--- src/bcs_pkg.sv ---
// ---------------------------------------------------------------------------
// Breath cycle sequencer package
// Types, codes and the breath period lookup shared by the sequencer files.
// ---------------------------------------------------------------------------
package bcs_pkg;

	localparam int IN_DATA_W  = 48;
	localparam int OUT_DATA_W = 56;
	localparam int CFG_IDX_W  = 3;
	localparam int CFG_DATA_W = 16;

	// Register indexes of the configuration port
	typedef enum logic [CFG_IDX_W-1:0] {
		CFG_CONTROL_RATE = 3'd0,
		CFG_BACKUP_RATE  = 3'd1,
		CFG_TI_CONTROL   = 3'd2,
		CFG_INIT_DELAY   = 3'd3,
		CFG_APNEA_EXIT   = 3'd4
	} cfg_idx_t;

	// Reset values of the configuration registers
	localparam logic [15:0] RST_PERIOD     = 16'd4000;
	localparam logic [13:0] RST_TI_CONTROL = 14'd1000;
	localparam logic [15:0] RST_INIT_DELAY = 16'd2000;
	localparam logic [1:0]  RST_APNEA_EXIT = 2'd2;

	// Breath state machine phases
	typedef enum logic [2:0] {
		ST_START    = 3'd0,
		ST_EXH      = 3'd1,
		ST_ASSIST   = 3'd2,
		ST_PSV      = 3'd3,
		ST_CV       = 3'd4,
		ST_CV_APNEA = 3'd5,
		ST_EXH_APNEA = 3'd6,
		ST_LEFT     = 3'd7
	} phase_t;

	typedef enum logic [1:0] {
		INSP_NONE = 2'd0,
		INSP_TRIG = 2'd1,
		INSP_CTRL = 2'd2
	} insp_t;

	typedef enum logic [1:0] {
		KIND_NONE    = 2'd0,
		KIND_ASSIST  = 2'd1,
		KIND_CONTROL = 2'd2,
		KIND_SUPPORT = 2'd3
	} kind_t;

	typedef enum logic [1:0] {
		HIST_NONE    = 2'd0,
		HIST_ASSIST  = 2'd1,
		HIST_SUPPORT = 2'd2,
		HIST_CONTROL = 2'd3
	} hist_t;

	typedef enum logic [1:0] {
		PSEND_NONE  = 2'd0,
		PSEND_TIMED = 2'd1,
		PSEND_HIGHP = 2'd2,
		PSEND_FLOW  = 2'd3
	} psend_t;

	// One time step on the input stream
	typedef struct packed {
		logic [15:0] ti_max_ms;
		logic [15:0] ti_min_ms;
		logic        apnea_alarm;
		logic        high_pressure;
		logic        exp_trigger;
		logic        insp_trigger;
		logic        restart_mode;
		logic [7:0]  elapsed_ms;
	} in_item_t;

	// One result on the output stream
	typedef struct packed {
		logic        apnea_restart;
		logic [2:0]  ps_end_slot;
		psend_t      ps_end_code;
		logic [2:0]  history_slot;
		hist_t       history_code;
		logic [15:0] te_measured;
		logic [15:0] ti_measured;
		phase_t      phase;
		logic        controlled_flag;
		kind_t       breath_kind;
		insp_t       insp_type;
	} result_t;

	// Active settings seen by the sequencer core
	typedef struct packed {
		logic [15:0] ctl_period;
		logic [15:0] bkp_period;
		logic [13:0] ti_ctl;
		logic [15:0] init_delay;
		logic [1:0]  exit_count;
	} cfg_t;

	// Breath period in ms for a rate in breaths per minute; rate 0 acts as 1
	function automatic logic [15:0] period_lut(input logic [5:0] rate);
		logic [15:0] p;
		unique case (rate)
			6'd0, 6'd1: p = 16'd60000;
			6'd2:  p = 16'd30000;
			6'd3:  p = 16'd20000;
			6'd4:  p = 16'd15000;
			6'd5:  p = 16'd12000;
			6'd6:  p = 16'd10000;
			6'd7:  p = 16'd8571;
			6'd8:  p = 16'd7500;
			6'd9:  p = 16'd6666;
			6'd10: p = 16'd6000;
			6'd11: p = 16'd5454;
			6'd12: p = 16'd5000;
			6'd13: p = 16'd4615;
			6'd14: p = 16'd4285;
			6'd15: p = 16'd4000;
			6'd16: p = 16'd3750;
			6'd17: p = 16'd3529;
			6'd18: p = 16'd3333;
			6'd19: p = 16'd3157;
			6'd20: p = 16'd3000;
			6'd21: p = 16'd2857;
			6'd22: p = 16'd2727;
			6'd23: p = 16'd2608;
			6'd24: p = 16'd2500;
			6'd25: p = 16'd2400;
			6'd26: p = 16'd2307;
			6'd27: p = 16'd2222;
			6'd28: p = 16'd2142;
			6'd29: p = 16'd2068;
			6'd30: p = 16'd2000;
			6'd31: p = 16'd1935;
			6'd32: p = 16'd1875;
			6'd33: p = 16'd1818;
			6'd34: p = 16'd1764;
			6'd35: p = 16'd1714;
			6'd36: p = 16'd1666;
			6'd37: p = 16'd1621;
			6'd38: p = 16'd1578;
			6'd39: p = 16'd1538;
			6'd40: p = 16'd1500;
			6'd41: p = 16'd1463;
			6'd42: p = 16'd1428;
			6'd43: p = 16'd1395;
			6'd44: p = 16'd1363;
			6'd45: p = 16'd1333;
			6'd46: p = 16'd1304;
			6'd47: p = 16'd1276;
			6'd48: p = 16'd1250;
			6'd49: p = 16'd1224;
			6'd50: p = 16'd1200;
			6'd51: p = 16'd1176;
			6'd52: p = 16'd1153;
			6'd53: p = 16'd1132;
			6'd54: p = 16'd1111;
			6'd55: p = 16'd1090;
			6'd56: p = 16'd1071;
			6'd57: p = 16'd1052;
			6'd58: p = 16'd1034;
			6'd59: p = 16'd1016;
			6'd60: p = 16'd1000;
			6'd61: p = 16'd983;
			6'd62: p = 16'd967;
			6'd63: p = 16'd952;
			default: p = 16'd60000;
		endcase
		return p;
	endfunction

endpackage

--- src/simv_breath_cycle_sequencer_unit.sv ---
// ---------------------------------------------------------------------------
// Volume SIMV breath cycle sequencer
// Steps the breath state machine once per time-step transaction.
// ---------------------------------------------------------------------------
// Usage:
//   Each transaction on the s_ stream is one time step (elapsed ms, patient
//   triggers, alarms, PSV Ti limits). Each step yields exactly one result
//   transaction on the m_ stream (inspiration type, breath kind, phase,
//   measured Ti/Te, history and PSV end ring slots, apnea restart pulse).
//   Settings are written through cfg_we/cfg_idx/cfg_wdata while no step is
//   in flight; a rate write is converted to its period in the same edge.
//   A step is captured in an input register, then the state machine runs and
//   the result register loads. Throughput is one step per cycle while m_tready
//   is high or the result register is empty; the state update is combinational
//   compares and adds, so back-to-back steps wait only on a stalled result.
//   When m_tready is low the result holds, one more step can still be taken
//   into the input register, and s_tready drops only when both are full.
//   Reset (arst_n low) clears the counters, returns to start-up and restores
//   the default settings (both rates 15/min, Ti 1000 ms, delay 2000 ms,
//   exit count 2).
// ---------------------------------------------------------------------------
module simv_breath_cycle_sequencer_unit #(
	parameter int RING_DEPTH = 6,
	parameter int COUNT_BITS = 16
) (
	input  logic                            clk,
	input  logic                            arst_n,
	// elapsed_ms, restart_mode, insp_trigger, exp_trigger, high_pressure,
	// apnea_alarm, ti_min_ms, ti_max_ms
	input  logic                            s_tvalid,
	output logic                            s_tready,
	input  logic [bcs_pkg::IN_DATA_W-1:0]   s_tdata,
	// insp_type, breath_kind, controlled_flag, phase, ti_measured,
	// te_measured, history_code, history_slot, ps_end_code, ps_end_slot,
	// apnea_restart
	output logic                            m_tvalid,
	input  logic                            m_tready,
	output logic [bcs_pkg::OUT_DATA_W-1:0]  m_tdata,
	input  logic                            cfg_we,
	input  logic [bcs_pkg::CFG_IDX_W-1:0]   cfg_idx,
	input  logic [bcs_pkg::CFG_DATA_W-1:0]  cfg_wdata
);
	import bcs_pkg::*;

	cfg_t     cfg;
	in_item_t item_s1;
	logic     vld_s1;
	result_t  res;
	result_t  res_q;
	logic     mvld_q;
	logic     adv;

	// Pipeline moves when the result register is free or being drained
	assign adv      = !mvld_q || m_tready;
	assign s_tready = !vld_s1 || adv;

	bcs_cfg u_cfg (
		.clk       (clk),
		.arst_n    (arst_n),
		.cfg_we    (cfg_we),
		.cfg_idx   (cfg_idx),
		.cfg_wdata (cfg_wdata),
		.cfg       (cfg)
	);

	bcs_core #(
		.RING_DEPTH (RING_DEPTH),
		.COUNT_BITS (COUNT_BITS)
	) u_core (
		.clk    (clk),
		.arst_n (arst_n),
		.step   (adv && vld_s1),
		.item   (item_s1),
		.cfg    (cfg),
		.res    (res)
	);

	// Input register
	always_ff @(posedge clk or negedge arst_n) begin
		if (!arst_n) begin
			vld_s1 <= 1'b0;
		end else if (s_tready) begin
			vld_s1 <= s_tvalid;
		end
	end

	always_ff @(posedge clk) begin
		if (s_tvalid && s_tready) begin
			item_s1 <= in_item_t'(s_tdata[$bits(in_item_t)-1:0]);
		end
	end

	// Result register
	always_ff @(posedge clk or negedge arst_n) begin
		if (!arst_n) begin
			mvld_q <= 1'b0;
		end else if (adv) begin
			mvld_q <= vld_s1;
		end
	end

	always_ff @(posedge clk) begin
		if (adv && vld_s1) begin
			res_q <= res;
		end
	end

	assign m_tvalid = mvld_q;
	assign m_tdata  = {(OUT_DATA_W - $bits(result_t))'(0), res_q};

endmodule

--- src/bcs_cfg.sv ---
// ---------------------------------------------------------------------------
// Breath cycle sequencer configuration registers
// Holds the settings and converts both rates to periods on write.
// ---------------------------------------------------------------------------
module bcs_cfg (
	input  logic                            clk,
	input  logic                            arst_n,
	input  logic                            cfg_we,
	input  logic [bcs_pkg::CFG_IDX_W-1:0]   cfg_idx,
	input  logic [bcs_pkg::CFG_DATA_W-1:0]  cfg_wdata,
	output bcs_pkg::cfg_t                   cfg
);
	import bcs_pkg::*;

	cfg_t cfg_q;

	// Write one register; rates are stored as their period
	always_ff @(posedge clk or negedge arst_n) begin
		if (!arst_n) begin
			cfg_q.ctl_period <= RST_PERIOD;
			cfg_q.bkp_period <= RST_PERIOD;
			cfg_q.ti_ctl     <= RST_TI_CONTROL;
			cfg_q.init_delay <= RST_INIT_DELAY;
			cfg_q.exit_count <= RST_APNEA_EXIT;
		end else if (cfg_we) begin
			unique case (cfg_idx_t'(cfg_idx))
				CFG_CONTROL_RATE: cfg_q.ctl_period <= period_lut(cfg_wdata[5:0]);
				CFG_BACKUP_RATE:  cfg_q.bkp_period <= period_lut(cfg_wdata[5:0]);
				CFG_TI_CONTROL:   cfg_q.ti_ctl     <= cfg_wdata[13:0];
				CFG_INIT_DELAY:   cfg_q.init_delay <= cfg_wdata;
				CFG_APNEA_EXIT:   cfg_q.exit_count <= cfg_wdata[1:0];
				default: ;
			endcase
		end
	end

	assign cfg = cfg_q;

endmodule

--- src/bcs_core.sv ---
// ---------------------------------------------------------------------------
// Breath cycle sequencer core
// Millisecond counters and the SIMV breath state machine, one step a cycle while step is high.
// ---------------------------------------------------------------------------
module bcs_core #(
	parameter int RING_DEPTH = 6,
	parameter int COUNT_BITS = 16
) (
	input  logic                clk,
	input  logic                arst_n,
	input  logic                step,
	input  bcs_pkg::in_item_t   item,
	input  bcs_pkg::cfg_t       cfg,
	output bcs_pkg::result_t    res
);
	import bcs_pkg::*;

	localparam int IW = $clog2(RING_DEPTH);
	localparam int XW = COUNT_BITS + 2;
	localparam logic [IW-1:0] LAST_SLOT = IW'(RING_DEPTH - 1);
	localparam logic [COUNT_BITS-1:0] CNT_MAX = '1;

	// State registers
	phase_t                phase_q, phase_d;
	logic                  fbs_q, fbs_d;
	logic [COUNT_BITS-1:0] te_q, te_d, ti_q, ti_d, pc_q, pc_d;
	logic [COUNT_BITS-1:0] exh_q, exh_d, til_q, til_d, tel_q, tel_d;
	logic [IW-1:0]         hidx_q, hidx_d, pidx_q, pidx_d;
	logic                  psv_q, psv_d, mdel_q, mdel_d, mcan_q, mcan_d;
	logic [1:0]            tally_q, tally_d;

	// Step events
	insp_t  ins;
	kind_t  kind;
	hist_t  hc;
	psend_t pcode;
	logic   ctl, ar, breath;

	// Advanced counters and compares
	logic [COUNT_BITS-1:0] te_a, ti_a, pc_a;
	logic [XW-1:0]         pc_x, ctl_x, bkp_x, late_mark, end_mark;
	logic signed [XW-1:0]  psv_lim;
	logic                  pc_lt_ctl, pc_lt_late, pc_lt_bkp, pc_lt_psv;
	logic                  ti_done, psv_end, psv_timed;
	phase_t                phase_in;
	logic                  fbs_in;

	function automatic logic [COUNT_BITS-1:0] sat_add(input logic [COUNT_BITS-1:0] c,
		input logic [7:0] e);
		logic [COUNT_BITS:0] s;
		s = {1'b0, c} + (COUNT_BITS+1)'(e);
		return s[COUNT_BITS] ? CNT_MAX : s[COUNT_BITS-1:0];
	endfunction

	function automatic logic [IW-1:0] next_slot(input logic [IW-1:0] i);
		return (i == LAST_SLOT) ? '0 : i + IW'(1);
	endfunction

	// Advance the counters and apply restart
	assign te_a     = sat_add(te_q, item.elapsed_ms);
	assign ti_a     = sat_add(ti_q, item.elapsed_ms);
	assign pc_a     = sat_add(pc_q, item.elapsed_ms);
	assign phase_in = item.restart_mode ? ST_START : phase_q;
	assign fbs_in   = item.restart_mode ? 1'b0 : fbs_q;

	// Period window compares
	assign pc_x       = XW'(pc_a);
	assign ctl_x      = XW'(cfg.ctl_period);
	assign bkp_x      = XW'(cfg.bkp_period);
	assign late_mark  = XW'(exh_q) + (XW'(til_q) << 1);
	assign end_mark   = pc_x + (XW'(ti_a) << 1);
	assign psv_lim    = signed'(ctl_x - XW'(cfg.ti_ctl));
	assign pc_lt_psv  = $signed(pc_x) < psv_lim;
	assign pc_lt_ctl  = pc_x < ctl_x;
	assign pc_lt_late = pc_x < late_mark;
	assign pc_lt_bkp  = pc_x < bkp_x;
	assign ti_done    = (ti_a >= COUNT_BITS'(cfg.ti_ctl)) || item.high_pressure;
	assign psv_timed  = ti_a >= COUNT_BITS'(item.ti_max_ms);
	assign psv_end    = (item.exp_trigger && (ti_a >= COUNT_BITS'(item.ti_min_ms)))
		|| psv_timed || item.high_pressure;

	// Next state and step events
	always_comb begin
		phase_d = phase_in;
		fbs_d   = fbs_in;
		te_d    = te_a;
		ti_d    = ti_a;
		pc_d    = pc_a;
		exh_d   = exh_q;
		til_d   = til_q;
		tel_d   = tel_q;
		hidx_d  = hidx_q;
		pidx_d  = pidx_q;
		psv_d   = psv_q;
		mdel_d  = mdel_q;
		mcan_d  = mcan_q;
		tally_d = tally_q;
		ins     = INSP_NONE;
		kind    = KIND_NONE;
		hc      = HIST_NONE;
		pcode   = PSEND_NONE;
		ctl     = 1'b0;
		ar      = 1'b0;
		breath  = 1'b0;

		unique case (phase_in)
			ST_START: begin
				if (!fbs_in) begin
					fbs_d = 1'b1;
					te_d  = '0;
					kind  = KIND_ASSIST;
					ar    = 1'b1;
				end else if (item.insp_trigger) begin
					ti_d    = '0;
					pc_d    = '0;
					mcan_d  = 1'b0;
					ins     = INSP_TRIG;
					kind    = KIND_ASSIST;
					phase_d = ST_ASSIST;
					ar      = 1'b1;
				end else if (te_a >= COUNT_BITS'(cfg.init_delay)) begin
					ti_d    = '0;
					pc_d    = '0;
					mcan_d  = 1'b0;
					ins     = INSP_CTRL;
					kind    = KIND_CONTROL;
					phase_d = ST_CV;
					ar      = 1'b1;
				end
			end
			ST_EXH: begin
				if (item.insp_trigger) begin
					if (pc_lt_psv) begin
						ins     = INSP_TRIG;
						kind    = KIND_SUPPORT;
						phase_d = ST_PSV;
						psv_d   = 1'b1;
						breath  = 1'b1;
					end else if (pc_lt_ctl || (pc_lt_late && mdel_q)) begin
						ins     = INSP_TRIG;
						kind    = KIND_ASSIST;
						phase_d = ST_ASSIST;
						mcan_d  = 1'b1;
						mdel_d  = 1'b0;
						hc      = psv_q ? HIST_SUPPORT : HIST_ASSIST;
						psv_d   = 1'b0;
						breath  = 1'b1;
					end
				end else if (!mcan_q && ((!pc_lt_ctl && !mdel_q) ||
						(!pc_lt_late && mdel_q))) begin
					ins     = INSP_CTRL;
					kind    = KIND_CONTROL;
					phase_d = ST_CV;
					pc_d    = '0;
					mdel_d  = 1'b0;
					hc      = psv_q ? HIST_SUPPORT : HIST_CONTROL;
					psv_d   = 1'b0;
					breath  = 1'b1;
				end else if (mcan_q && !pc_lt_ctl) begin
					pc_d   = '0;
					mcan_d = 1'b0;
				end else if (item.apnea_alarm) begin
					ins     = INSP_CTRL;
					kind    = KIND_CONTROL;
					ctl     = 1'b1;
					phase_d = ST_CV_APNEA;
					pc_d    = '0;
					mcan_d  = 1'b0;
					mdel_d  = 1'b0;
					breath  = 1'b1;
				end
			end
			ST_ASSIST: begin
				if (!pc_lt_ctl) begin
					pc_d   = '0;
					mcan_d = 1'b0;
				end
				if (ti_done) begin
					til_d   = ti_a;
					te_d    = '0;
					phase_d = ST_EXH;
					exh_d   = pc_d;
				end
			end
			ST_PSV: begin
				if (psv_end) begin
					til_d   = ti_a;
					te_d    = '0;
					phase_d = ST_EXH;
					exh_d   = pc_a;
					if (end_mark >= ctl_x) begin
						mdel_d = 1'b1;
					end
					if (psv_timed) begin
						pcode = PSEND_TIMED;
					end else if (item.high_pressure) begin
						pcode = PSEND_HIGHP;
					end else begin
						pcode = PSEND_FLOW;
					end
					pidx_d = next_slot(pidx_q);
				end
			end
			ST_CV, ST_CV_APNEA: begin
				if (ti_done) begin
					til_d   = ti_a;
					te_d    = '0;
					phase_d = (phase_in == ST_CV) ? ST_EXH : ST_EXH_APNEA;
					exh_d   = pc_a;
				end
			end
			ST_EXH_APNEA: begin
				if (item.insp_trigger) begin
					if (pc_lt_bkp) begin
						ins  = INSP_TRIG;
						kind = KIND_ASSIST;
						if (tally_d < cfg.exit_count) begin
							tally_d = tally_d + 2'd1;
						end
						if (tally_d >= cfg.exit_count) begin
							phase_d = ST_ASSIST;
							tally_d = 2'd0;
						end else begin
							phase_d = ST_CV_APNEA;
						end
						pc_d   = '0;
						mcan_d = 1'b0;
						hc     = HIST_ASSIST;
						breath = 1'b1;
					end
				end else if (!pc_lt_bkp) begin
					ins     = INSP_CTRL;
					kind    = KIND_CONTROL;
					ctl     = 1'b1;
					phase_d = ST_CV_APNEA;
					pc_d    = '0;
					mcan_d  = 1'b0;
					hc      = HIST_CONTROL;
					tally_d = 2'd0;
					breath  = 1'b1;
				end
			end
			ST_LEFT: begin
				phase_d = ST_LEFT;
			end
			default: phase_d = ST_LEFT;
		endcase

		// Advance the history ring and close the previous exhalation
		if (hc != HIST_NONE) begin
			hidx_d = next_slot(hidx_q);
		end
		if (breath) begin
			tel_d = te_d;
			ti_d  = '0;
			ar    = 1'b1;
		end
	end

	// Assemble the result of this step
	always_comb begin
		res.insp_type       = ins;
		res.breath_kind     = kind;
		res.controlled_flag = ctl;
		res.phase           = phase_d;
		res.ti_measured     = til_d[15:0];
		res.te_measured     = tel_d[15:0];
		res.history_code    = hc;
		res.history_slot    = (hc != HIST_NONE) ? 3'(hidx_q) : 3'd0;
		res.ps_end_code     = pcode;
		res.ps_end_slot     = (pcode != PSEND_NONE) ? 3'(pidx_q) : 3'd0;
		res.apnea_restart   = ar;
	end

	// Commit state on each processed step
	always_ff @(posedge clk or negedge arst_n) begin
		if (!arst_n) begin
			phase_q <= ST_START;
			fbs_q   <= 1'b0;
			te_q    <= '0;
			ti_q    <= '0;
			pc_q    <= '0;
			exh_q   <= '0;
			til_q   <= '0;
			tel_q   <= '0;
			hidx_q  <= '0;
			pidx_q  <= '0;
			psv_q   <= 1'b0;
			mdel_q  <= 1'b0;
			mcan_q  <= 1'b0;
			tally_q <= 2'd0;
		end else if (step) begin
			phase_q <= phase_d;
			fbs_q   <= fbs_d;
			te_q    <= te_d;
			ti_q    <= ti_d;
			pc_q    <= pc_d;
			exh_q   <= exh_d;
			til_q   <= til_d;
			tel_q   <= tel_d;
			hidx_q  <= hidx_d;
			pidx_q  <= pidx_d;
			psv_q   <= psv_d;
			mdel_q  <= mdel_d;
			mcan_q  <= mcan_d;
			tally_q <= tally_d;
		end
	end

endmodule

--- config.mk ---
export PLATFORM = sky130hd
export DESIGN_NAME = simv_breath_cycle_sequencer_unit
export DESIGN_NICKNAME = d
export VERILOG_FILES = /design/src/bcs_pkg.sv /design/src/simv_breath_cycle_sequencer_unit.sv /design/src/bcs_cfg.sv /design/src/bcs_core.sv
export SDC_FILE = /design/constraint.sdc
export NUM_CORES = 1
export LEC_CHECK = 0
export BUFFER_PORTS_ARGS = -buffer_cell sky130_fd_sc_hd__buf_2
export CAP_MARGIN = 20
export CORE_MARGIN = 10
export CORE_UTILIZATION = 56
export DETAILED_ROUTE_END_ITERATION = 12
export PLACE_DENSITY = 0.81
export SYNTH_ARGS = -nofsm -noshare
export SYNTH_HDL_FRONTEND = slang
export SYNTH_SLANG_ARGS = --single-unit
--- constraint.sdc ---
create_clock -name clk -period 5.2 [get_ports clk]
set_input_delay 1.04 -clock clk [delete_from_list [all_inputs] [get_ports clk]]
set_output_delay 1.04 -clock clk [all_outputs]
set_load 0.01 [all_outputs]
**After elaboration in Yosys (flattened, before gate mapping)**

Memory sizes are Yosys's and may differ from the RTL's. A register that Yosys moved wholly into a read port is not among the register bits.
Cells that the tools add are included.

- Bits in registers: 241
- Bits in read-only memories: 2048
- Bits of input ports: 72
- Output and inout port bits: 58
- Word-level logic and storage cells: 272
- Memories: 2

Memory list:

| name | depth | bits a word | read ports | clocked after Yosys merged registers in | write ports | line | source |
|---|---|---|---|---|---|---|---|
| (name not given) | 64 | 16 | 1 | 1 | 0 | bcs_pkg.sv:105 | `unique case (rate)` |
| (name not given) | 64 | 16 | 1 | 1 | 0 | bcs_pkg.sv:105 |  |

- Add/subtract/negate cells: 9
- Order comparisons: 11
- Equality and inequality tests: 31
- Mux-type cells: 136
- Reduce and logical (&&, ||, !) cells: 45

Operators by type and width:

| operator | number |
|---|---|
| 16-bit 2-to-1 mux | 28 |
| 16-bit one-hot mux with 3 select lines | 2 |
| 16-bit one-hot mux with 4 select lines | 1 |
| 2-bit 2-to-1 mux | 31 |
| 3-bit 2-to-1 mux | 20 |
| 16-bit by 8-bit adder with 17-bit output | 3 |
| 16-bit >= comparator | 3 |
| 1-bit 2-to-1 mux | 45 |
| 16-bit by 17-bit adder with 18-bit output | 2 |
| 16-bit less-than comparator | 2 |
| 16-bit one-hot mux with 2 select lines | 1 |
| 3-bit equality test, second input constant | 7 |
| 3-bit one-hot mux with 7 select lines | 1 |
| 18-bit by 16-bit >= comparator with 1-bit output | 1 |
| 16-bit by 18-bit less-than comparator with 1-bit output | 1 |
| 17-bit by 18-bit less-than comparator with 1-bit output | 1 |
| 16-bit by 14-bit subtractor with 17-bit output | 1 |
| 16-bit by 14-bit >= comparator with 1-bit output | 1 |
| 3-bit by 2-bit equality test with 1-bit output, second input constant | 4 |
| 2-bit by 1-bit != test with 1-bit output, second input constant | 6 |
| 4-bit by 3-bit != test with 1-bit output, second input constant | 3 |
| 2-bit one-hot mux with 3 select lines | 2 |
| 2-bit AND reduction | 6 |
| 11-bit AND reduction | 1 |
| other kinds (25) | 59 |

**Depth between registers and ports, before layout**

Gate-level depths: netlist of run 1.

- Word-level depth: 12
- Depth in mapped cells: 25
- Mapped depth without buffers: 25

**By module**

Synthesis of run 1 repeated with hierarchy kept, for this count alone.

- Cell total of the unflattened synthesis: 2019
- Area total of the unflattened synthesis: 19175.9 µm²

By module, submodules not included:

| module | instances | cells an instance | area an instance (µm²) | sequential area each (µm²) |
|---|---|---|---|---|
| bcs_core | 1 | 1531 | 12522.0 | 2777.7 |
| bcs_cfg | 1 | 378 | 3626.0 | 1632.8 |
| simv_breath_cycle_sequencer_unit | 1 | 110 | 3027.9 | 2932.8 |

**Least setup slack after synthesis of run 1**

OpenSTA, ideal clock, no wires.

- Kind: register -> register
- From: reg item_s1[0] in the netlist's numbering
- To: reg res_q, in the netlist m_tdata[25], data pin
- Setup time: 260 ps
- Data arrival time: 4899 ps
- Required time: 4940 ps
- Slack: 41 ps
- Stages on the path, launching flop included: 21
- Path buffers: 1
- Period minus slack after synthesis: 5159 ps
- Cell sequence: edfxtp_1 -> ha_1 -> fa_1 -> a211oi_2 -> o21ai_2 -> o31ai_1 -> nor3b_1 -> a21oi_1 -> ha_1 -> nand4_1 -> nor2_1 -> a221o_1 -> nor3_2 -> inv_1 -> ha_1 -> nor2_1 -> nor2_1 -> a41oi_2 -> nand2_1 -> buf_6 -> mux2_4

RTL lines:

| what | line | source |
|---|---|---|
| from (decl) | simv_breath_cycle_sequencer_unit.sv:46 | `in_item_t item_s1;` |
| from (signal assigned) | simv_breath_cycle_sequencer_unit.sv:89 | `item_s1 <= in_item_t'(s_tdata[$bits(in_item_t)-1:0]);` |
| to (signal assigned) | simv_breath_cycle_sequencer_unit.sv:104 | `res_q <= res;` |
| to (decl) | simv_breath_cycle_sequencer_unit.sv:49 | `result_t res_q;` |

==> metrics.md, run 1 <==
| Metric | Value |
|---|---|
| Number of synthesized register bits | 273 |
| Syn_area_per_cell | approximately 9.4 µm² |
| Cell accounting for the most synthesized area | dfrtp_1 |
| Final Worst Setup Slack | -330 ps |
| Clock Power Share | about 15% |
| Most common cell in the synthesized netlist | nand2_1 |
| Mapped Cells | between 2000 and 2500 |
| Largest net degree at the start of global routing | around 100 |
| Area share of fa/ha/maj cells after synthesis | 14.9% |
| CTS max path bufs | 3 |
| Die Span Y | between 200 and 250 µm |
| Peak Freq | about 180 MHz |
| Dominant cells by area after synthesis | dfrtp_1, edfxtp_1, ha_1 |
| Yosys cell types | a little under 100 |
| Number of enable flip-flop cells after synthesis | 96 |
| CTS Sinks | ~270 |
| Main synth FF type | dfrtp_1 |
| CTS tree | yes |
| CTS root buf | clkbuf_16 |
| Core area | about 34000 µm² |
| Seq/Total Area, Yosys | about 38% |
| Worst path arrival time | 5880 ps |
| Gate power share | 65.4% |
| Setup violators final | 119 |
| Die Span X | between 200 and 250 µm |
| Cts bufs inserted | 30 |
| Via count | approximately 18000 |
| Startpoint type of the worst setup path | flip-flop |
| Net Sw Power | roughly 7.2 mW |
| Num rows | 67 |
| Slew at the pin with the worst max-slew slack | 951 ps |
| Final Max Slew Viols | 0 |
| Final hold violation count | 0 |
| Iteration-0 DRC Markers | around 1800 |
| Clock-pin transition on the worst setup and hold timing paths | roughly 60 ps |
| Antenna Nets Post-Route | 0 |
| I/O Buffers | 121 |
| Critical path fanouts, max | 5 |
| Crit. End Element | flip-flop |
| Number of global-route vias before repair | 16500 |
| Drt first pass iters | 6 |
| First-pass GRT wire length | 86400 µm |
| Residual DRC | 0 |
| GRT Residual Overflow | 0 |
| Run status | finished, violations left |
| Total of warnings raised by yosys | 0 |
| Worst-Skew Late Latency | ~600 ps |
| Fin Clk Skew | ~16 ps |
| Max Cap Violations | 0 |
| GPL Wtd Cong | between 0.9 and 1 |
| Mux contribution to synthesized area | between 4 and 5% |
| Simple-gate share of the synthesized area | between 10% and 20% |
| Req. time, crit path | roughly 5600 ps |
| Sw Share | 45.1% |
| Critical path type | flip-flop to flip-flop |
| Initial antenna violation count | 1 |
| RSZ-0062 raised after global routing | yes |
| Finished Core Util | between 70% and 80% |
| Compound-cell area share of the yosys netlist | 20.7% |
| Nets@finish | 2595 |
| Netlist Area Pre-Place | around 19000 µm² |
| Slew headroom | approximately 36% |
| Pleak | roughly 11 nW |
| Pwr Density | roughly 660 nW/µm² |
| Reg power frac | between 10% and 20% |
| Layout fillers | roughly 2200 |
| IR drop worst, VDD | 0.000388 V |
| Failing checks | negative setup slack |
| DR vias/cell | 6.41 |
| Main combinational cell family by area after synthesis | compound AO/OA/AOI/OAI gates |
| Starting Density | between 50 and 60% |
| HP Class | input pin to async pin |
| Die area | 41900 µm² |
| Gr usage total | 25.8% |
| Xor-xnor portion of the synthesized cell area | under 10% |
| Detailed Place HPWL | roughly 42000 µm |
| Async SR Flop Fraction | between 60% and 70% |
| Num ports | 130 |
| H-Tree Depth | 1 |
| Synth cell count leaders | nand2_1, ha_1, o21ai_0, inv_1, dfrtp_1 |
| Final Power | 16.0 mW |
| Period utilisation layout | 106% |
| Total internal power | just under 9 mW |
| Top-area cell type share of the netlist area | roughly 20% |
| Drt total wl | 63900 µm |
| Area growth from synthesis to layout | 26.8% |
| Share of layout cells above drive strength 1 | about 30% |
| Period minus WS final | about 5500 ps |
| Routed WL per cell | ~23 µm |
## layer usage
| metal | global-route usage [%] | part of all wire [%] | up-vias |
|---|---|---|---|
| met3 | 4.83 | 9.7 | 285 |
| li1 | - | - | 7894 |
| met2 | 42.8 | 48 | 1048 |
| met5 | 0 | 0 | - |
| met4 | 12.1 | 5.4 | 0 |
| met1 | 31.9 | 37 | 8545 |
## cell usage in the layout (no fill, tap or decap), types with 24 or more instances in the layout
master and instances:
a211oi_1 28, xor2_1 28, buf_2 120, nor2_1 100
a21oi_1 125, nor3_1 38, a21o_1 24, o21ai_1 24
xnor2_1 35, buf_4 153, inv_1 162, o21ai_0 142
nand3_1 41, clkbuf_16 41, ha_1 199, nand2_1 180
edfxtp_1 96, dfstp_2 25, mux2_2 35, dfrtp_1 152
o21ai_2 30
## power groups by stage
stage               Clock (mW)  Sequential, mW  Combinational, mW
detailed placement           0            3.11               8.37
CTS                       2.39            3.08               8.57
floorplan                    0            3.03               5.40
global route              2.49            3.19               11.3
finish                    2.40            3.16               10.5
global placement             0            3.09               7.97
## worst paths after layout
check	start	slack (ps)	depth (start not counted)	end
max in group asynchronous	arst_n	3700	2	u_core.hidx_q[0]
min reg2reg	u_cfg.cfg[47]	480	2	u_cfg.cfg[47]
max	item_s1[2]	-330	23	m_tdata[26]
min	arst_n	480	1	u_core.til_q[5]
min in group clk	u_cfg.cfg[47]	480	2	u_cfg.cfg[47]
max reg2reg	item_s1[2]	-330	23	m_tdata[26]
## layout make-up
cell class	instances	area [µm²]	share of cell area, %
inverter	171	643	2.66
sequential	273	7340	30.3
clock inverter	14	233	0.962
clock buffer	42	888	3.67
tap	448	561	2.32
timing repair buffer	317	2520	10.4
multi-input combinational	1506	12000	49.6
antenna	1	2.50	0.0103
## cell families (layout without fill, tap and decap cells)
logic type | Yosys count | after routing
buf+inv | 247 | 544
compound gates | 601 | 601
flops | 273 | 273
fa+ha+maj | 224 | 224
xor+xnor | 66 | 66
mux | 64 | 64
other cells | 1 | 6
simple gates | 545 | 546
## stage by stage
step,cells,hold slack (ps),area (µm²),setup TNS (ps),setup WS [ps]
2_1_floorplan,2025,450,19100,0,40.9
3_3_place_gp,2669,462,21200,-7070,-216
3_5_place_dp,2669,471,21200,-14990,-322
4_1_cts,2731,484,22500,-2.40,-2.40
5_1_grt,2771,508,24200,-30110,-383
6_report,2772,481,24200,-17950,-330
## registers in the layout, indices dropped and copies added (netlist names)
name and flops:
u_core.psv_q 1, u_core.ti_q 16, u_cfg.cfg 64, m_tdata 51
u_core.pidx_q 3, vld_s1 1, u_core.til_q 16, item_s1 45
u_core.fbs_q 1, u_core.tally_q 2, u_core.exh_q 16, u_core.mcan_q 1
u_core.hidx_q 3, m_tvalid 1, u_core.pc_q 16, u_core.phase_q 3
u_core.mdel_q 1, u_core.te_q 16, u_core.tel_q 16
## worst max-delay path: stages (launching register included)
cell,delay [ps]
edfxtp_1,440
ha_1,360
buf_4,150
a211oi_2,60
o21ai_2,290
o31ai_1,130
buf_4,170
nor3_1,380
nand3_1,220
o21ai_1,180
inv_1,110
buf_4,170
ha_1,270
nand4_1,190
nor2_1,90
a221o_1,400
nor3_4,240
inv_2,70
ha_4,220
nand2b_4,160
a41oi_4,320
nand2_4,150
clkbuf_16,200
mux2_4,300
## timing repair
item	4_1_cts	5_1_grt
cloned	0	14
hold buffers	0	0
setup endpoints to repair	116	136
buffers inserted	6	24
resized for setup	29	267
pin swaps	12	80
(Power assumes the default switching activity.)
==> run 2, diff against run 1 <==
--- a/config.mk
+++ b/config.mk
@@ -8,9 +8,10 @@
 export BUFFER_PORTS_ARGS = -buffer_cell sky130_fd_sc_hd__buf_2
 export CAP_MARGIN = 20
 export CORE_MARGIN = 10
-export CORE_UTILIZATION = 56
+export CORE_UTILIZATION = 40
+export CTS_BUF_LIST = sky130_fd_sc_hd__clkbuf_16
 export DETAILED_ROUTE_END_ITERATION = 12
-export PLACE_DENSITY = 0.81
+export PLACE_DENSITY = 0.62
 export SYNTH_ARGS = -nofsm -noshare
 export SYNTH_HDL_FRONTEND = slang
 export SYNTH_SLANG_ARGS = --single-unit
==> metrics.md, run 2 (synthesis gave the netlist of run 1 again) <==
| Metric | Value |
|---|---|
| Fin cells | 2974 (was 2772) |
| Largest net degree at the start of global routing | 101 (was 98) |
| Die Span Y | 238 µm (was 205 µm) |
| RSZ-0062 raised after global routing | yes (unchanged) |
| Cts hold-fix bufs | 0 (unchanged) |
| Crit. End Element | flip-flop (unchanged) |
| Most frequent cells in the layout | nand2_1, ha_1, buf_4 (was ha_1, nand2_1, inv_1) |
| Clock-pin transition on the worst setup and hold timing paths | 60 ps (about the same) |
| Routed WL per cell | 20.4 µm (was 23.1 µm) |
| Slew headroom | 30.0% (was 36.5%) |
| Pwr Density | 636 nW/µm² (was 663 nW/µm²) |
| R2r endpoint | u_core.ti_q[15] (was m_tdata[26]) |
| Number of global-route vias before repair | 16300 (was 16500) |
| Failing checks | negative setup slack (unchanged) |
| Reg2reg start | item_s1[0] (was item_s1[2]) |
| IR drop worst, VDD | 0.000436 V (was 0.000388 V) |
| Final Power | 15.5 mW (was 16.0 mW) |
| I/O Buffers | 121 (unchanged) |
| Commonest non-fill, non-tap cell in the layout | nand2_1 (was ha_1) |
| WHS Path Cells | 2 |
| Worst-path cell chain | buf_6 > ha_4 > a21o_1 > a21oi_2 > o21bai_1 > a2111o_1 > a31oi_2 > buf_4 > buf_6 > nor2_2 > mux2_4 > ha_4 > o21ai_2 > o21ai_2 > a2111oi_4 > a2111o_1 > a211oi_4 > a21o_1 > a32oi_2 > a2111o_1 > clkbuf_16 > o21ai_2 (was ha_1 > buf_4 > a211oi_2 > o21ai_2 > o31ai_1 > buf_4 > nor3_1 > nand3_1 > o21ai_1 > inv_1 > buf_4 > ha_1 > nand4_1 > nor2_1 > a221o_1 > nor3_4 > inv_2 > ha_4 > nand2b_4 > a41oi_4 > nand2_4 > clkbuf_16 > mux2_4) |
| Worst Reg-to-Reg Cells | 22 (was 23) |
| CTS tree | yes (unchanged) |
| Via count | 16800 (was 17800) |
| Min-Delay Startpoint | u_cfg.cfg[36] |
| Startpoint type of the worst setup path | flip-flop (unchanged) |
| Die Span X | 238 µm (was 205 µm) |
| Total internal power | 8.85 mW (was 8.81 mW) |
| Final TNS setup | -1970 ps (was -17950 ps) |
| Dpl cell area | 21700 µm² (was 21200 µm²) |
| Antenna Nets Post-Route | 0 (unchanged) |
| GRT Residual Overflow | 0 (unchanged) |
| Num rows | 79 (was 67) |
| Initial antenna violation count | 0 (was 1) |
| Dpl cells | 2864 (was 2669) |
| Reg power frac | 20.0% (was 19.7%) |
| H-Tree Depth | 2 (was 1) |
| Setup violators final | 41 (was 119) |
| CTS max path bufs | 3 (unchanged) |
| Die area | 56800 µm² (was 41900 µm²) |
| Crit path largest cell delay | 550 ps (was 440 ps) |
| Max Cap Violations | 0 (unchanged) |
| Critical path type | flip-flop to flip-flop (unchanged) |
| Area growth from synthesis to layout | 28.1% (was 26.8%) |
| DR vias/cell | 5.66 (was 6.41) |
| Residual DRC | 0 (unchanged) |
| Iteration-0 DRC Markers | 1294 (was 1760) |
| Worst-Skew Late Latency | 550 ps (was 600 ps) |
| Num ports | 130 (unchanged) |
| Detailed Place HPWL | 44400 µm (was 41900 µm) |
| Period minus WS final | 5270 ps (was 5530 ps) |
| Drt first pass iters | 5 (was 6) |
| Gr usage total | 20.1% (was 25.8%) |
| Reg2reg setup slack | -70 ps (was -330 ps) |
| Period utilisation layout | 101% (was 106%) |
| Final Worst Setup Slack | -70.4 ps (was -330 ps) |
| Drt total wl | 60600 µm (was 63900 µm) |
| Antenna Cells | 0 (was 1) |
| Sw Share | 43.0% (was 45.1%) |
| Starting Density | 40.7% (was 56.9%) |
| Clock Power Share | 16.8% (was 14.9%) |
| Final Cell Area | 24400 µm² (was 24200 µm²) |
| Cts bufs inserted | 34 (was 30) |
| Pre-CTS setup slack | -422 ps (was -322 ps) |
| First-pass GRT wire length | 90600 µm (was 86400 µm) |
| Final hold violation count | 0 (unchanged) |
| Run status | finished, violations left (unchanged) |
| Share of layout cells above drive strength 1 | 28.9% (was 29.5%) |
| Nets@finish | 2637 (was 2595) |
| GPL Wtd Cong | 0.958 (was 0.971) |
| Fin Clk Skew | 30.9 ps (was 15.7 ps) |
| CTS Sinks | 273 (unchanged) |
| Slew at the pin with the worst max-slew slack | 1050 ps (was 951 ps) |
| Net Sw Power | 6.68 mW (was 7.23 mW) |
| WHS Endpoint | u_cfg.cfg[36] |
| HP Class | flip-flop to flip-flop (was input pin to async pin) |
| Final Max Slew Viols | 0 (unchanged) |
| CTS root buf | clkbuf_16 (unchanged) |
| Core area | 46900 µm² (was 33500 µm²) |
| Req. time, crit path | 5670 ps (was 5550 ps) |
| Crit path max-delay cell type | a2111o_1 (was edfxtp_1) |
| Worst path arrival time | 5740 ps (was 5880 ps) |
| Critical path fanouts, max | 7 (was 5) |
| Gate power share | 63.2% (was 65.4%) |
| Number of flip-flops in the largest register | 64 (unchanged) |
| Critical path launch point | item_s1[0] (was item_s1[2]) |
| Peak Freq | 190 MHz (was 181 MHz) |
| Pleak | 11.1 nW (was 11.0 nW) |
-- run 2: how the worst max path moves through the flow --
stage                            endpoint  depth (start not counted)
after floorplan               m_tdata[25]                         20
after global placement        m_tdata[34]                         19
after detailed placement      m_tdata[25]                         20
after CTS                  u_core.ti_q[3]                         24
after global routing         u_core.psv_q                         26
final                     u_core.ti_q[15]                         22
-- run 2: final cells by class --
type                            instances  area (µm²)
Fill cell                            4204       22400
Tap cell                              607         759
Multi-Input combinational cell       1506       11700
Clock buffer                           35         876
Inverter                              171         643
Timing Repair Buffer                  355        2760
Sequential cell                       273        7340
Clock inverter                         27         348
-- run 2: repair_timing --
item                       CTS  global route
setup buffers               10            31
pin swaps                   25            49
setup endpoints to repair  133           135
resized for setup           54           168
cloned                       0            10
-- run 2: metal layers --
metal	GRT usage (%)	share of wire, %	vias to the layer above	wire [µm]
met4	6.87	3.0	0	1810
li1	-	-	7985	-
met3	2.44	5.6	99	3400
met5	0	0	-	0
met2	34.0	48	529	29200
met1	26.2	43	8213	26200
-- run 2: per-stage QoR --
step | hold WS, ps | utilization, %
after floorplan | 450 | -
final | 479 | 52.2
after global placement | 463 | 46.3
after global routing | 506 | 52.2
after detailed placement | 471 | 46.3
after CTS | 480 | 49.6
-- run 2: power groups by stage --
stage	Sequential [mW]	Combinational, mW	Clock, mW
floorplan	3.03	5.40	0
global placement	3.10	8.25	0
detailed placement	3.12	8.57	0
CTS	3.09	8.89	2.67
global route	3.15	10.8	2.76
finish	3.10	9.82	2.61
-- run 2: worst max-delay path: cells and delay by family (launching register included) --
family,cells,cell delay [ps]
adder cells (fa/ha/maj),2,450
buffers and inverters,4,650
AO/OA/AOI/OAI,14,3270
flip-flops,1,410
AND/OR/NAND/NOR,1,30
multiplexers,1,360
==> run 3, diff against run 2 <==
--- a/config.mk
+++ b/config.mk
@@ -9,9 +9,10 @@
 export CAP_MARGIN = 20
 export CORE_MARGIN = 10
 export CORE_UTILIZATION = 40
-export CTS_BUF_LIST = sky130_fd_sc_hd__clkbuf_16
+export CTS_BUF_LIST = sky130_fd_sc_hd__clkbuf_2 sky130_fd_sc_hd__clkbuf_4 sky130_fd_sc_hd__clkbuf_8
 export DETAILED_ROUTE_END_ITERATION = 12
 export PLACE_DENSITY = 0.62
+export RECOVER_POWER = 50
 export SYNTH_ARGS = -nofsm -noshare
 export SYNTH_HDL_FRONTEND = slang
 export SYNTH_SLANG_ARGS = --single-unit
==> metrics.md, run 3 (synthesis gave the netlist of run 1 again) <==
| Metric | Value |
|---|---|
| Final Worst Setup Slack | -68.2 ps (was -70.4 ps) |
| Pwr Density | 639 nW/µm² (was 636 nW/µm²) |
| Drt total wl | 61900 µm (was 60600 µm) |
| GPL Wtd Cong | 0.958 (unchanged) |
| Core area | 46900 µm² (unchanged) |
| Period minus WS final | 5270 ps (about the same) |
| Run status | finished, violations left (unchanged) |
| Die Span Y | 238 µm (unchanged) |
| Crit path max-delay cell type | or3_4 (was a2111o_1) |
| First-pass GRT wire length | 91100 µm (was 90600 µm) |
| Largest net degree at the start of global routing | 101 (unchanged) |
| Register area | 7340 µm² (unchanged) |
| H-Tree Depth | 2 (unchanged) |
| Final Max Slew Viols | 277 (was 0) |
| Antenna Nets Post-Route | 0 (unchanged) |
| Delay-heaviest family, CP | compound AO/OA/AOI/OAI gates (unchanged) |
| HP Class | flip-flop to flip-flop (unchanged) |
| I/O Buffers | 121 (unchanged) |
| CTS Sinks | 273 (unchanged) |
| Iteration-0 DRC Markers | 1160 (was 1294) |
| Max Used Layer | met4 (unchanged) |
| Critical path fanouts, max | 8 (was 7) |
| DR vias/cell | 5.61 (was 5.66) |
| Die area | 56800 µm² (unchanged) |
| CTS tree | yes (unchanged) |
| Gr usage total | 20.2% (was 20.1%) |
| Slew at the pin with the worst max-slew slack | 3070 ps (was 1050 ps) |
| Num rows | 79 (unchanged) |
| Starting Density | 40.7% (unchanged) |
| Reg2reg start | item_s1[0] (unchanged) |
| Critical path type | flip-flop to flip-flop (unchanged) |
| Number of flip-flops in the largest register | 64 (unchanged) |
| Area of the multi-input gates | 12000 µm² (was 11700 µm²) |
| Worst-Skew Late Latency | 670 ps (was 550 ps) |
| Fin Clk Skew | 56.0 ps (was 30.9 ps) |
| Max Cap Violations | 4 (was 0) |
| Peak Freq | 190 MHz (about the same) |
| Clock-pin transition on the worst setup and hold timing paths | 60 ps (about the same) |
| Routed WL per cell | 20.5 µm (was 20.4 µm) |
| Period utilisation layout | 101% (about the same) |
| Cts bufs inserted | 50 (was 34) |
| Commonest non-fill, non-tap cell in the layout | nand2_1 (unchanged) |
| Dpl cells | 2864 (unchanged) |
| Failing checks | max-capacitance violations, max-slew violations, negative setup slack (was negative setup slack) |
| Worst path arrival time | 5650 ps (was 5740 ps) |
| IR drop worst, VDD | 0.000396 V (was 0.000436 V) |
| Crit path largest cell delay | 440 ps (was 550 ps) |
| Req. time, crit path | 5580 ps (was 5670 ps) |
| Cts hold-fix bufs | 0 (unchanged) |
| CTS root buf | clkbuf_8 (was clkbuf_16) |
| Initial antenna violation count | 0 (unchanged) |
| GRT Residual Overflow | 0 (unchanged) |
| Via count | 17000 (was 16800) |
| WP buf/inv | 6 (was 4) |
| Number of global-route vias before repair | 16400 (was 16300) |
| Final hold violation count | 0 (unchanged) |
| Nets@finish | 2665 (was 2637) |
| RSZ-0062 raised after global routing | yes (unchanged) |
| Fin cells | 3019 (was 2974) |
| Critical path launch point | item_s1[0] (unchanged) |
| Detailed Place HPWL | 44400 µm (unchanged) |
| Most frequent cells in the layout | nand2_1, buf_4, ha_1 (was nand2_1, ha_1, buf_4) |
| Drt first pass iters | 5 (unchanged) |
| Pleak | 11.2 nW (was 11.1 nW) |
| Startpoint type of the worst setup path | flip-flop (unchanged) |
| CTS max path bufs | 3 (unchanged) |
| Num ports | 130 (unchanged) |
| Setup violators final | 27 (was 41) |
| Metal1 wirelength | 25900 µm (was 26200 µm) |
| Crit. End Element | flip-flop (unchanged) |
| Layout fillers | 4211 (was 4204) |
| Fin Hold WS | 480 ps (was 479 ps) |
| Routed wl met3 | 4120 µm (was 3400 µm) |
| Met2 WL | 29900 µm (was 29200 µm) |
| Die Span X | 238 µm (unchanged) |
| Residual DRC | 0 (unchanged) |
| Slew headroom | -105% (was 30.0%) |
| Share of layout cells above drive strength 1 | 31.7% (was 28.9%) |
| Worst-path cell chain | buf_6 > ha_2 > fa_2 > a211o_1 > a21oi_2 > a22oi_2 > nand2b_1 > buf_4 > nor3_4 > or2_4 > inv_4 > ha_1 > nand2b_1 > a2111oi_4 > o21a_1 > o211ai_2 > or3_4 > o32ai_4 > nor3_4 > buf_12 > buf_4 > buf_6 > nor2_1 > a21oi_1 (was buf_6 > ha_4 > a21o_1 > a21oi_2 > o21bai_1 > a2111o_1 > a31oi_2 > buf_4 > buf_6 > nor2_2 > mux2_4 > ha_4 > o21ai_2 > o21ai_2 > a2111oi_4 > a2111o_1 > a211oi_4 > a21o_1 > a32oi_2 > a2111o_1 > clkbuf_16 > o21ai_2) |
| Min-Delay Startpoint | u_cfg.cfg[33] (was u_cfg.cfg[36]) |
| Area growth from synthesis to layout | 29.8% (was 28.1%) |
==> run 3: final timing paths <==
| check | cells past startpoint | slack (ps) | end |
|---|---|---|---|
| max | 24 | -70 | m_tdata[12] |
| min | 2 | 480 | u_cfg.cfg[33] |
| max reg2reg | 24 | -70 | m_tdata[12] |
| min reg2reg | 2 | 480 | u_cfg.cfg[33] |
| max in group asynchronous | 2 | 830 | u_cfg.cfg[20] |
| min in group asynchronous | 1 | 1210 | u_core.ti_q[9] |
==> run 3: where the power goes <==
part | switching, mW | internal, mW | total [mW]
registers | 0.364 | 2.75 | 3.12
logic | 5.62 | 4.81 | 10.4
clock network | 1.00 | 1.27 | 2.27
total | 6.99 | 8.83 | 15.8
==> run 3: tightest hold or removal path, cell delays in order, from the launching register on <==
cell	delay, ps
dfrtp_1	340
nand2_1	50
o21ai_0	60
==> run 3: area by class of cell <==
type | instances | share of cell area [%]
multi-input cells | 1506 | 48.5
flip-flops and latches | 273 | 29.7
repair buffers | 367 | 11.7
clock buffers | 72 | 3.60
well taps | 607 | 3.07
inverters | 171 | 2.62
clock inverters | 22 | 0.859
diodes | 1 | 0.0101
==> run 3: per-layer routing <==
metal / vias up / track usage [%]
met3: 117 / 3.42
met5: - / 0
met2: 556 / 34.1
li1: 8050 / -
met1: 8228 / 26.1
met4: 0 / 6.23
==> run 3: what timing repair did <==
item	in CTS	in global routing
buffers inserted	11	37
pin swaps	26	74
setup endpoints to repair	128	135
gates cloned	0	14
gates resized for setup	64	230
==> run 3: per-stage QoR <==
step           TNS [ps]  worst slack [ps]  area (µm²)  total power [mW]  utilization [%]
6_report          -1050             -68.2       24800              15.8             52.8
3_3_place_gp     -22820              -325       21700              11.4             46.3
4_1_cts               0            0.0875       23100              14.3             49.4
2_1_floorplan         0              40.9       19100              8.43                -
3_5_place_dp     -34300              -422       21700              11.7             46.3
5_1_grt          -14900              -242       24800              17.0             52.8
